===== src/rtl/assert_macros.svh =====
// Assertion macros shared by the LCD nibble sequencer RTL.
// Included by every module that carries concurrent checks; no other dependencies.
`ifndef ASSERT_MACROS_SVH
`define ASSERT_MACROS_SVH

// Property sampled on the rising clock, ignored while reset is asserted.
`define CLNS_ASSERT(lbl, clk, rst_n, prop, msg) \
	lbl: assert property (@(posedge clk) disable iff (!rst_n) (prop)) else $error(msg);

// Antecedent this cycle implies consequent on the next cycle.
`define CLNS_ASSERT_NEXT(lbl, clk, rst_n, ante, cons, msg) \
	lbl: assert property (@(posedge clk) disable iff (!rst_n) (ante) |=> (cons)) else $error(msg);

`endif


===== src/rtl/clns_pkg.sv =====
// Shared types, codes and tables for the character LCD nibble sequencer.
// No dependencies; used by every module of the block.
`default_nettype none

package clns_pkg;

	// Request kinds on the func field
	localparam logic [1:0] FUNC_CMD    = 2'd0;
	localparam logic [1:0] FUNC_DATA   = 2'd1;
	localparam logic [1:0] FUNC_CURSOR = 2'd2;
	localparam logic [1:0] FUNC_INIT   = 2'd3;

	// Cursor rows that produce an address command
	localparam logic [1:0] ROW_FIRST  = 2'd1;
	localparam logic [1:0] ROW_SECOND = 2'd2;

	// Register-select levels
	localparam logic RS_CMD  = 1'b0;
	localparam logic RS_DATA = 1'b1;

	// Command constants
	localparam logic [7:0] CURSOR_BASE   = 8'h80;
	localparam logic [7:0] ROW2_OFFSET   = 8'h40;
	localparam logic [3:0] LOW_NIB_MASK  = 4'hF;

	// Hold times
	localparam logic [9:0] HOLD_STROBE  = 10'd1;
	localparam logic [9:0] HOLD_NIBBLE  = 10'd2;
	localparam logic [9:0] HOLD_IDLE    = 10'd30;

	// Power-up command list
	localparam int         INIT_COUNT = 9;
	localparam logic [3:0] INIT_LAST  = 4'(INIT_COUNT - 1);

	// Default depth of the job queue between front and back
	localparam int QUEUE_DEPTH = 2;

	// One unit of work for the back end
	typedef struct packed {
		logic       init;
		logic       rs;
		logic [7:0] data_byte;
	} job_t;

	// Power-up command byte at position idx
	function automatic logic [7:0] init_cmd(input logic [3:0] idx);
		logic [7:0] r;
		case (idx)
			4'd0, 4'd1, 4'd2: r = 8'h03;
			4'd3:             r = 8'h20;
			4'd4:             r = 8'h28;
			4'd5:             r = 8'h08;
			4'd6:             r = 8'h0C;
			4'd7:             r = 8'h06;
			default:          r = 8'h01;
		endcase
		return r;
	endfunction

	// Extra milliseconds after the power-up command at position idx
	function automatic logic [9:0] init_extra(input logic [3:0] idx);
		logic [9:0] r;
		case (idx)
			4'd0, 4'd1, 4'd2:                   r = 10'd5;
			4'd3, 4'd4, 4'd5, 4'd6, 4'd7:       r = 10'd1000;
			default:                            r = 10'd0;
		endcase
		return r;
	endfunction

endpackage

`default_nettype wire


===== src/rtl/char_lcd_nibble_sequencer_core.sv =====
// Character LCD 4-bit bus sequencer. Each request (command byte, data byte, cursor
// position or power-up sequence) becomes a stream of pin-state beats on the output
// channel: data nibble, register select, enable level and a hold time, with last set
// on the request's final beat. A byte request yields 6 beats, a cursor request for
// row 1 or 2 yields 6 beats, a cursor request for any other row yields none, and the
// power-up request yields 55 beats (a 30 ms idle state, then nine commands). The back
// end sequencer emits one beat per cycle while the output is not stalled, and
// consecutive requests follow with no gap; the front end and a job queue (2 entries
// by default) keep taking requests while the back end works through earlier ones.
// Depends on clns_pkg, clns_front, clns_queue and clns_back.
`default_nettype none

module char_lcd_nibble_sequencer_core #(
	parameter int QUEUE_DEPTH = clns_pkg::QUEUE_DEPTH
) (
	input  wire logic       clk,
	input  wire logic       arst_n,
	input  wire logic       req_valid,
	output logic            req_stall,
	input  wire logic [1:0] func,
	input  wire logic [7:0] value,
	input  wire logic [1:0] row,
	input  wire logic [5:0] column,
	output logic            pin_valid,
	input  wire logic       pin_stall,
	output logic [3:0]      data_nibble,
	output logic            reg_select,
	output logic            enable,
	output logic            hold_is_ms,
	output logic [9:0]      hold_amount,
	output logic            last
);

	clns_pkg::job_t push_job;
	clns_pkg::job_t head_job;
	logic           push;
	logic           pop;
	logic           q_empty;
	logic           q_full;

	// Request decode
	clns_front u_front (
		.valid  (req_valid),
		.stall  (req_stall),
		.func   (func),
		.value  (value),
		.row    (row),
		.column (column),
		.q_full (q_full),
		.push   (push),
		.job    (push_job)
	);

	// Job queue
	clns_queue #(
		.DEPTH (QUEUE_DEPTH)
	) u_queue (
		.clk      (clk),
		.arst_n   (arst_n),
		.push     (push),
		.push_job (push_job),
		.pop      (pop),
		.head     (head_job),
		.empty    (q_empty),
		.full     (q_full)
	);

	// Pin-state sequencer
	clns_back u_back (
		.clk        (clk),
		.arst_n     (arst_n),
		.head       (head_job),
		.q_empty    (q_empty),
		.pop        (pop),
		.out_valid  (pin_valid),
		.out_stall  (pin_stall),
		.out_nibble (data_nibble),
		.out_rs     (reg_select),
		.out_en     (enable),
		.out_ms     (hold_is_ms),
		.out_amount (hold_amount),
		.out_last   (last)
	);

endmodule

`default_nettype wire


===== src/rtl/clns_front.sv =====
// Front end: classifies requests into byte or power-up jobs and pushes those that yield one.
// Depends on clns_pkg; drives the job queue.
`default_nettype none

module clns_front (
	input  wire logic                valid,
	output logic                     stall,
	input  wire logic [1:0]          func,
	input  wire logic [7:0]          value,
	input  wire logic [1:0]          row,
	input  wire logic [5:0]          column,
	input  wire logic                q_full,
	output logic                     push,
	output clns_pkg::job_t           job
);

	logic [7:0] col8;
	logic [7:0] row1_addr;
	logic [7:0] row2_addr;
	logic       has_job;

	// Cursor address in 8 bits with wraparound
	assign col8      = {2'b00, column};
	assign row1_addr = 8'(col8 - 8'd1);
	assign row2_addr = 8'(clns_pkg::ROW2_OFFSET + col8 - 8'd1);

	// Decode the request into a job
	always_comb begin
		job     = '0;
		has_job = 1'b1;
		unique case (func)
			clns_pkg::FUNC_CMD: begin
				job.rs        = clns_pkg::RS_CMD;
				job.data_byte = value;
			end
			clns_pkg::FUNC_DATA: begin
				job.rs        = clns_pkg::RS_DATA;
				job.data_byte = value;
			end
			clns_pkg::FUNC_CURSOR: begin
				job.rs = clns_pkg::RS_CMD;
				if (row == clns_pkg::ROW_FIRST) begin
					job.data_byte = clns_pkg::CURSOR_BASE | row1_addr;
				end else if (row == clns_pkg::ROW_SECOND) begin
					job.data_byte = clns_pkg::CURSOR_BASE | row2_addr;
				end else begin
					has_job = 1'b0;
				end
			end
			default: begin
				job.init = 1'b1;
				job.rs   = clns_pkg::RS_CMD;
			end
		endcase
	end

	// Requests that yield nothing are still taken, just not queued
	assign stall = q_full;
	assign push  = valid && !q_full && has_job;

endmodule

`default_nettype wire


===== src/rtl/clns_queue.sv =====
// Short job queue between the front and back ends.
// Depends on clns_pkg for the job type and the assertion macros.
`default_nettype none
`include "assert_macros.svh"

module clns_queue #(
	parameter int DEPTH = clns_pkg::QUEUE_DEPTH
) (
	input  wire logic           clk,
	input  wire logic           arst_n,
	input  wire logic           push,
	input  wire clns_pkg::job_t push_job,
	input  wire logic           pop,
	output clns_pkg::job_t      head,
	output logic                empty,
	output logic                full
);

	localparam int PTR_W = (DEPTH > 1) ? $clog2(DEPTH) : 1;
	localparam int CNT_W = $clog2(DEPTH + 1);
	localparam logic [PTR_W-1:0] PTR_LAST = PTR_W'(DEPTH - 1);

	clns_pkg::job_t   mem_q [DEPTH];
	logic [PTR_W-1:0] wr_ptr_q;
	logic [PTR_W-1:0] rd_ptr_q;
	logic [CNT_W-1:0] cnt_q;

	assign empty = (cnt_q == '0);
	assign full  = (cnt_q == CNT_W'(DEPTH));
	assign head  = mem_q[rd_ptr_q];

	// Entry storage, no reset needed
	always_ff @(posedge clk) begin
		if (push) begin
			mem_q[wr_ptr_q] <= push_job;
		end
	end

	// Pointers and fill count
	always_ff @(posedge clk or negedge arst_n) begin
		if (!arst_n) begin
			wr_ptr_q <= '0;
			rd_ptr_q <= '0;
			cnt_q    <= '0;
		end else begin
			if (push) begin
				wr_ptr_q <= (wr_ptr_q == PTR_LAST) ? '0 : PTR_W'(wr_ptr_q + 1'b1);
			end
			if (pop) begin
				rd_ptr_q <= (rd_ptr_q == PTR_LAST) ? '0 : PTR_W'(rd_ptr_q + 1'b1);
			end
			if (push && !pop) begin
				cnt_q <= CNT_W'(cnt_q + 1'b1);
			end else if (pop && !push) begin
				cnt_q <= CNT_W'(cnt_q - 1'b1);
			end
		end
	end

	`CLNS_ASSERT(a_no_overflow, clk, arst_n, !(push && full && !pop), "queue push while full")
	`CLNS_ASSERT(a_no_underflow, clk, arst_n, !(pop && empty), "queue pop while empty")
	`CLNS_ASSERT_NEXT(a_push_fills, clk, arst_n, push && !pop, !empty, "queue empty after push")

endmodule

`default_nettype wire


===== src/rtl/clns_back.sv =====
// Back end: walks each job through its pin states into the output register.
// Depends on clns_pkg for tables and job type, and on the assertion macros.
`default_nettype none
`include "assert_macros.svh"

module clns_back (
	input  wire logic           clk,
	input  wire logic           arst_n,
	input  wire clns_pkg::job_t head,
	input  wire logic           q_empty,
	output logic                pop,
	output logic                out_valid,
	input  wire logic           out_stall,
	output logic [3:0]          out_nibble,
	output logic                out_rs,
	output logic                out_en,
	output logic                out_ms,
	output logic [9:0]          out_amount,
	output logic                out_last
);

	// Pin-state positions within one byte
	localparam logic [2:0] STEP_HI_SETUP = 3'd0;
	localparam logic [2:0] STEP_HI_STROBE = 3'd1;
	localparam logic [2:0] STEP_HI_HOLD  = 3'd2;
	localparam logic [2:0] STEP_LO_SETUP = 3'd3;
	localparam logic [2:0] STEP_LO_STROBE = 3'd4;
	localparam logic [2:0] STEP_LO_HOLD  = 3'd5;

	// Current job and position
	logic       busy_q;
	logic       init_q;
	logic       idle_q;
	logic       rs_q;
	logic [7:0] byte_q;
	logic [3:0] idx_q;
	logic [2:0] step_q;

	// Output register
	logic       valid_q;
	logic [3:0] nib_q;
	logic       rs_out_q;
	logic       en_q;
	logic       ms_q;
	logic [9:0] amt_q;
	logic       last_q;

	logic       slot_free;
	logic       emit;
	logic       final_state;
	logic [7:0] cur_byte;
	logic [3:0] cur_nib;
	logic       cur_en;
	logic       cur_ms;
	logic [9:0] cur_amt;
	logic [9:0] extra;

	assign slot_free = !valid_q || !out_stall;
	assign emit      = busy_q && slot_free;

	// Pin state for the current position
	assign cur_byte    = init_q ? clns_pkg::init_cmd(idx_q) : byte_q;
	assign extra       = init_q ? clns_pkg::init_extra(idx_q) : '0;
	assign final_state = !idle_q && (step_q == STEP_LO_HOLD)
			&& (!init_q || (idx_q == clns_pkg::INIT_LAST));

	always_comb begin
		cur_nib = cur_byte[7:4];
		cur_en  = 1'b0;
		cur_ms  = 1'b0;
		cur_amt = clns_pkg::HOLD_STROBE;
		case (step_q)
			STEP_HI_SETUP: ;
			STEP_HI_STROBE: cur_en = 1'b1;
			STEP_HI_HOLD: begin
				cur_ms  = 1'b1;
				cur_amt = clns_pkg::HOLD_NIBBLE;
			end
			STEP_LO_SETUP: cur_nib = cur_byte[3:0] & clns_pkg::LOW_NIB_MASK;
			STEP_LO_STROBE: begin
				cur_nib = cur_byte[3:0] & clns_pkg::LOW_NIB_MASK;
				cur_en  = 1'b1;
			end
			default: begin
				cur_nib = cur_byte[3:0] & clns_pkg::LOW_NIB_MASK;
				cur_ms  = 1'b1;
				cur_amt = 10'(clns_pkg::HOLD_NIBBLE + extra);
			end
		endcase
	end

	// Take the next job when idle, or right behind the final state of this one
	assign pop = !q_empty && (!busy_q || (emit && final_state));

	// Sequencer position
	always_ff @(posedge clk or negedge arst_n) begin
		if (!arst_n) begin
			busy_q <= 1'b0;
			init_q <= 1'b0;
			idle_q <= 1'b0;
			rs_q   <= 1'b0;
			byte_q <= '0;
			idx_q  <= '0;
			step_q <= STEP_HI_SETUP;
		end else begin
			if (pop) begin
				busy_q <= 1'b1;
				init_q <= head.init;
				idle_q <= head.init;
				rs_q   <= head.rs;
				byte_q <= head.data_byte;
				idx_q  <= '0;
				step_q <= STEP_HI_SETUP;
			end else if (emit) begin
				if (final_state) begin
					busy_q <= 1'b0;
				end else if (idle_q) begin
					idle_q <= 1'b0;
				end else if (step_q == STEP_LO_HOLD) begin
					step_q <= STEP_HI_SETUP;
					idx_q  <= 4'(idx_q + 1'b1);
				end else begin
					step_q <= 3'(step_q + 1'b1);
				end
			end
		end
	end

	// Output beat register
	always_ff @(posedge clk or negedge arst_n) begin
		if (!arst_n) begin
			valid_q <= 1'b0;
		end else if (slot_free) begin
			valid_q <= emit;
		end
	end

	always_ff @(posedge clk) begin
		if (emit) begin
			if (idle_q) begin
				nib_q    <= '0;
				rs_out_q <= clns_pkg::RS_CMD;
				en_q     <= 1'b0;
				ms_q     <= 1'b1;
				amt_q    <= clns_pkg::HOLD_IDLE;
				last_q   <= 1'b0;
			end else begin
				nib_q    <= cur_nib;
				rs_out_q <= init_q ? clns_pkg::RS_CMD : rs_q;
				en_q     <= cur_en;
				ms_q     <= cur_ms;
				amt_q    <= cur_amt;
				last_q   <= final_state;
			end
		end
	end

	assign out_valid  = valid_q;
	assign out_nibble = nib_q;
	assign out_rs     = rs_out_q;
	assign out_en     = en_q;
	assign out_ms     = ms_q;
	assign out_amount = amt_q;
	assign out_last   = last_q;

	`CLNS_ASSERT(a_strobe_short, clk, arst_n, !(valid_q && en_q) || (!ms_q && amt_q == clns_pkg::HOLD_STROBE), "enable high beat must hold one cycle")
	`CLNS_ASSERT(a_last_in_ms, clk, arst_n, !(valid_q && last_q) || (ms_q && !en_q), "final beat must be a low-enable millisecond hold")
	`CLNS_ASSERT_NEXT(a_final_ends_job, clk, arst_n, emit && final_state && q_empty, !busy_q, "sequencer still busy after final beat")

endmodule

`default_nettype wire


===== config.mk =====
export PLATFORM = sky130hd
export DESIGN_NAME = char_lcd_nibble_sequencer_core
export DESIGN_NICKNAME = d
export VERILOG_FILES = /design/src/rtl/clns_pkg.sv /design/src/rtl/char_lcd_nibble_sequencer_core.sv /design/src/rtl/clns_front.sv /design/src/rtl/clns_queue.sv /design/src/rtl/clns_back.sv
export VERILOG_INCLUDE_DIRS = /design/src /design/src/rtl
export SDC_FILE = /design/constraint.sdc
export NUM_CORES = 1
export LEC_CHECK = 0
export BUFFER_PORTS_ARGS = -buffer_cell sky130_fd_sc_hd__buf_2
export CELL_PAD_IN_SITES_DETAIL_PLACEMENT = 2
export CELL_PAD_IN_SITES_GLOBAL_PLACEMENT = 2
export CORE_UTILIZATION = 38
export CTS_CLUSTER_DIAMETER = 50
export CTS_CLUSTER_SIZE = 24
export DETAILED_ROUTE_END_ITERATION = 10
export GPL_TIMING_DRIVEN = 0
export HOLD_SLACK_MARGIN = 0.1
export PLACE_DENSITY_LB_ADDON = 0.3
export REMOVE_ABC_BUFFERS = 1
export SLEW_MARGIN = 5
export SYNTH_ARGS = -nofsm -noshare
export SYNTH_HDL_FRONTEND = slang
export SYNTH_SLANG_ARGS = --single-unit
export TNS_END_PERCENT = 100

===== constraint.sdc =====
create_clock -name clk -period 3.2 [get_ports clk]
set_clock_uncertainty 0.1 [all_clocks]
set_input_delay 0.32 -clock clk [delete_from_list [all_inputs] [get_ports clk]]
set_output_delay 0.32 -clock clk [all_outputs]
set_load 0.005 [all_outputs]

==> results by group <==
Status
  • Outcome: completed

Clock network
  • Worst skew pair latency: 0.33 ns
  • Clock tree from TritonCTS: done
  • Num CTS Buffers: 9
  • Reg clk slew, reported paths: 0.07 ns
  • Clock Sinks: 57
  • PostCTS Resize Cnt: 0
  • Clk buf depth: 2
  • H-tree levels: 3
  • Hold-fix buffers at CTS: 1
  • Postcts setup bufs: 0
  • Root buffer cell: clkbuf_8

Detailed routing
  • Vias per cell: 4.98
  • Post-DR wirelength/cell: 16.1 um
  • Top Layer Used: met4
  • Post-Route WL: 5830 um
  • WL met2: 3170 um
  • First-pass detailed-route iteration total: 4
  • Vias: 1806
  • DR DRC count: 0
  • M1 WL: 2340 um
  • Starting DRT DRC Count: 53
  • ANT nets after route: 0
  • WL met3: 224 um

Final layout
  • Post-layout util: 47.0%
  • Nets: 292
  • Layout cell share with drive strength beyond 1: 31.8%
  • Synth-to-layout area growth: 16.4%
  • Total inserted antenna cells: 0

STA
  • Hold Vio Cnt, Final: 0
  • Slew Limit Fails: 0
  • Slew @ Worst Pin: 0.863 ns
  • Final WS setup: 0.395 ns
  • Setup TNS Final: 0 ns
  • Max Freq: 0.356 GHz
  • Worst rel slew slack: 42.2%
  • RSZ-0062 raised after global routing: no
  • Final Critical Period: 2.81 ns
  • Final period util: 87.7%
  • Setup-failing EPs final: 0

Yosys
  • Post-Synthesis Cells: 222
  • Warnings from Yosys: 0
  • Ys flop type: edfxtp_1
  • Post-synth top area share: 35.4%
  • Mapped Area: 2800 um2
  • Sequential area share after synthesis: 56.8%
  • Number of synthesized register bits: 57
  • Cell accounting for the most synthesized area: edfxtp_1
  • Post-synth EDFFs: 33
  • Post-synth cell types: 48
  • Synth async-reset ratio: 42.1%
  • Top post-synthesis cells by area: edfxtp_1, dfrtp_1, mux2_2
  • Syn Area/Cell: 12.6 um2

Place
  • GPL Wtd Cong: 0.715
  • Placement Setup Slack: 0.464 ns
  • Number of I/O port buffers: 41
  • Dpl hpwl: 4290 um

Critical path
  • Critical Path End Type: flip-flop
  • Worst-path fanout max: 19
  • CP Launch Type: flip-flop
  • Setup CP Type: flip-flop to flip-flop
  • Reg2Reg Launch Point: u_back.idle_q
  • WP data required: 3.35 ns
  • Crit path from: u_back.idle_q
  • Worst EP arrival: 2.95 ns

Worst hold path
  • Tightest Hold Check Type: primary input to flip-flop
  • Min-delay src: pin_stall

Die
  • Die Height: 87.9 um
  • Die footprint: 7720 um2
  • Placeable Area: 6940 um2
  • Rows: 30
  • Initial Utilization: 40.3%
  • IO Pins: 42
  • Die Span X: 87.9 um

Power and ir drop
  • VDD IR max: 0.236 mV
  • Leakage: 0.00138 uW
  • Pwr Density: 887 nW/um2

Global route
  • Largest net degree at the start of global routing: 25
  • GRT Total Usage: 17.2%
  • Grt total ovfl: 0
  • Initial antenna violation count: 0
  • First-pass GRT wire length: 9590 um
  • Vias in the first global route: 2005

Run
  • Max cap viols: 0
==> kinds of logic after synthesis <==
| group | count (synthesis) | synth area share [%] |
|---|---|---|
| muxes | 27 | 10.7 |
| AOI/OAI and AO/OA | 32 | 8.17 |
| DFF | 57 | 56.8 |
| adders and majority gates | 8 | 3.57 |
| xor gates and xnor gates | 13 | 4.06 |
| and+or+nand+nor | 51 | 10.3 |
| buffers and inverters | 34 | 6.34 |
==> state kept, by name, summed over array words and instances, names as in the netlist <==
signal             count
u_queue.mem_q         20
u_back.byte_q          8
u_back.out_amount      5
u_back.idx_q           4
u_back.out_nibble      4
u_back.step_q          3
u_queue.cnt_q          2
u_back.busy_q          1
u_back.idle_q          1
u_back.init_q          1
u_back.out_en          1
u_back.out_last        1
u_back.out_ms          1
u_back.out_rs          1
u_back.out_valid       1
u_back.rs_q            1
u_queue.rd_ptr_q       1
u_queue.wr_ptr_q       1
==> routing by layer <==
layer | global-route usage, % | vias to the layer above
li1 | - | 862
met1 | 17.9 | 888
met2 | 32.5 | 49
met3 | 3.96 | 7
met4 | 8.05 | 0
met5 | 0 | -
==> final timing paths <==
path                               endpoint  slack (ns)  depth (start not counted)
min in group asynchronous   u_back.idx_q[3]        0.42                          2
setup / recovery           u_queue.cnt_q[1]        0.39                          8
setup reg to reg           u_queue.cnt_q[1]        0.39                          8
hold / removal             u_back.out_valid        0.17                          2
max in group asynchronous   u_back.idx_q[0]        2.19                          2
hold reg to reg            u_back.byte_q[2]        0.41                          1
==> cells in the final DEF, fill, tap and decap left out, drive strengths merged, types with 2 or more instances in the layout <==
| master | count |
|---|---|
| ha | 8 |
| o22ai | 7 |
| nand3 | 4 |
| xor2 | 5 |
| clkbuf | 9 |
| buf | 41 |
| a21oi | 8 |
| mux2i | 6 |
| a311oi | 2 |
| mux2 | 21 |
| nor3 | 5 |
| inv | 21 |
| nand3b | 2 |
| nand2 | 9 |
| o21ai | 4 |
| nor2 | 17 |
| nor2b | 4 |
| bufinv | 2 |
| or3 | 2 |
| dfrtp | 24 |
| edfxtp | 33 |
| xnor2 | 8 |
| clkinv | 4 |
==> report_power, final <==
part           internal (uW)  total, uW  leakage [uW]  switching (uW)
combinational            429        858      0.000661             430
clock                    438        732      0.000109             295
sequential              1080       1300      0.000610             225
==> stage by stage <==
| step | hold slack, ns | cells | total power [uW] | area [um2] |
|---|---|---|---|---|
| after floorplan | -0.0756 | 209 | 1850 | 2700 |
| after global placement | 0.247 | 346 | 2110 | 3030 |
| after detailed placement | 0.247 | 346 | 2180 | 3030 |
| after CTS | 0.141 | 363 | 2940 | 3260 |
| after global routing | 0.175 | 363 | 3090 | 3260 |
| final | 0.172 | 363 | 2890 | 3260 |
==> Yosys cell counts (4+ instances only) <==
library cell / n
o22ai_1: 7
nor3_1: 5
inv_1: 21
buf_4: 6
nand2_1: 9
xor2_1: 5
mux2i_1: 6
ha_1: 8
xnor2_1: 8
nor2b_1: 4
nand3_1: 4
dfrtp_1: 24
a21oi_1: 6
nor2_1: 17
edfxtp_1: 33
mux2_2: 20
==> worst max-delay path: stages, from the launching register on <==
cell       delay [ns]
dfrtp_1          0.54
nand4bb_4        0.31
a221o_2          0.37
a21oi_4          0.55
inv_1            0.14
ha_1             0.25
xor2_1           0.15
nor2_1           0.13
xor2_1           0.17
==> area by class of cell <==
cell class | count | area, um2
Inverter | 21 | 78.8
Clock inverter | 7 | 95.1
Multi-Input combinational cell | 131 | 1040
Timing Repair Buffer | 42 | 215
Tap cell | 96 | 120
Sequential cell | 57 | 1590
Clock buffer | 9 | 124
Fill cell | 717 | 3680
Note: power is estimated with default switching activity, not from simulation.
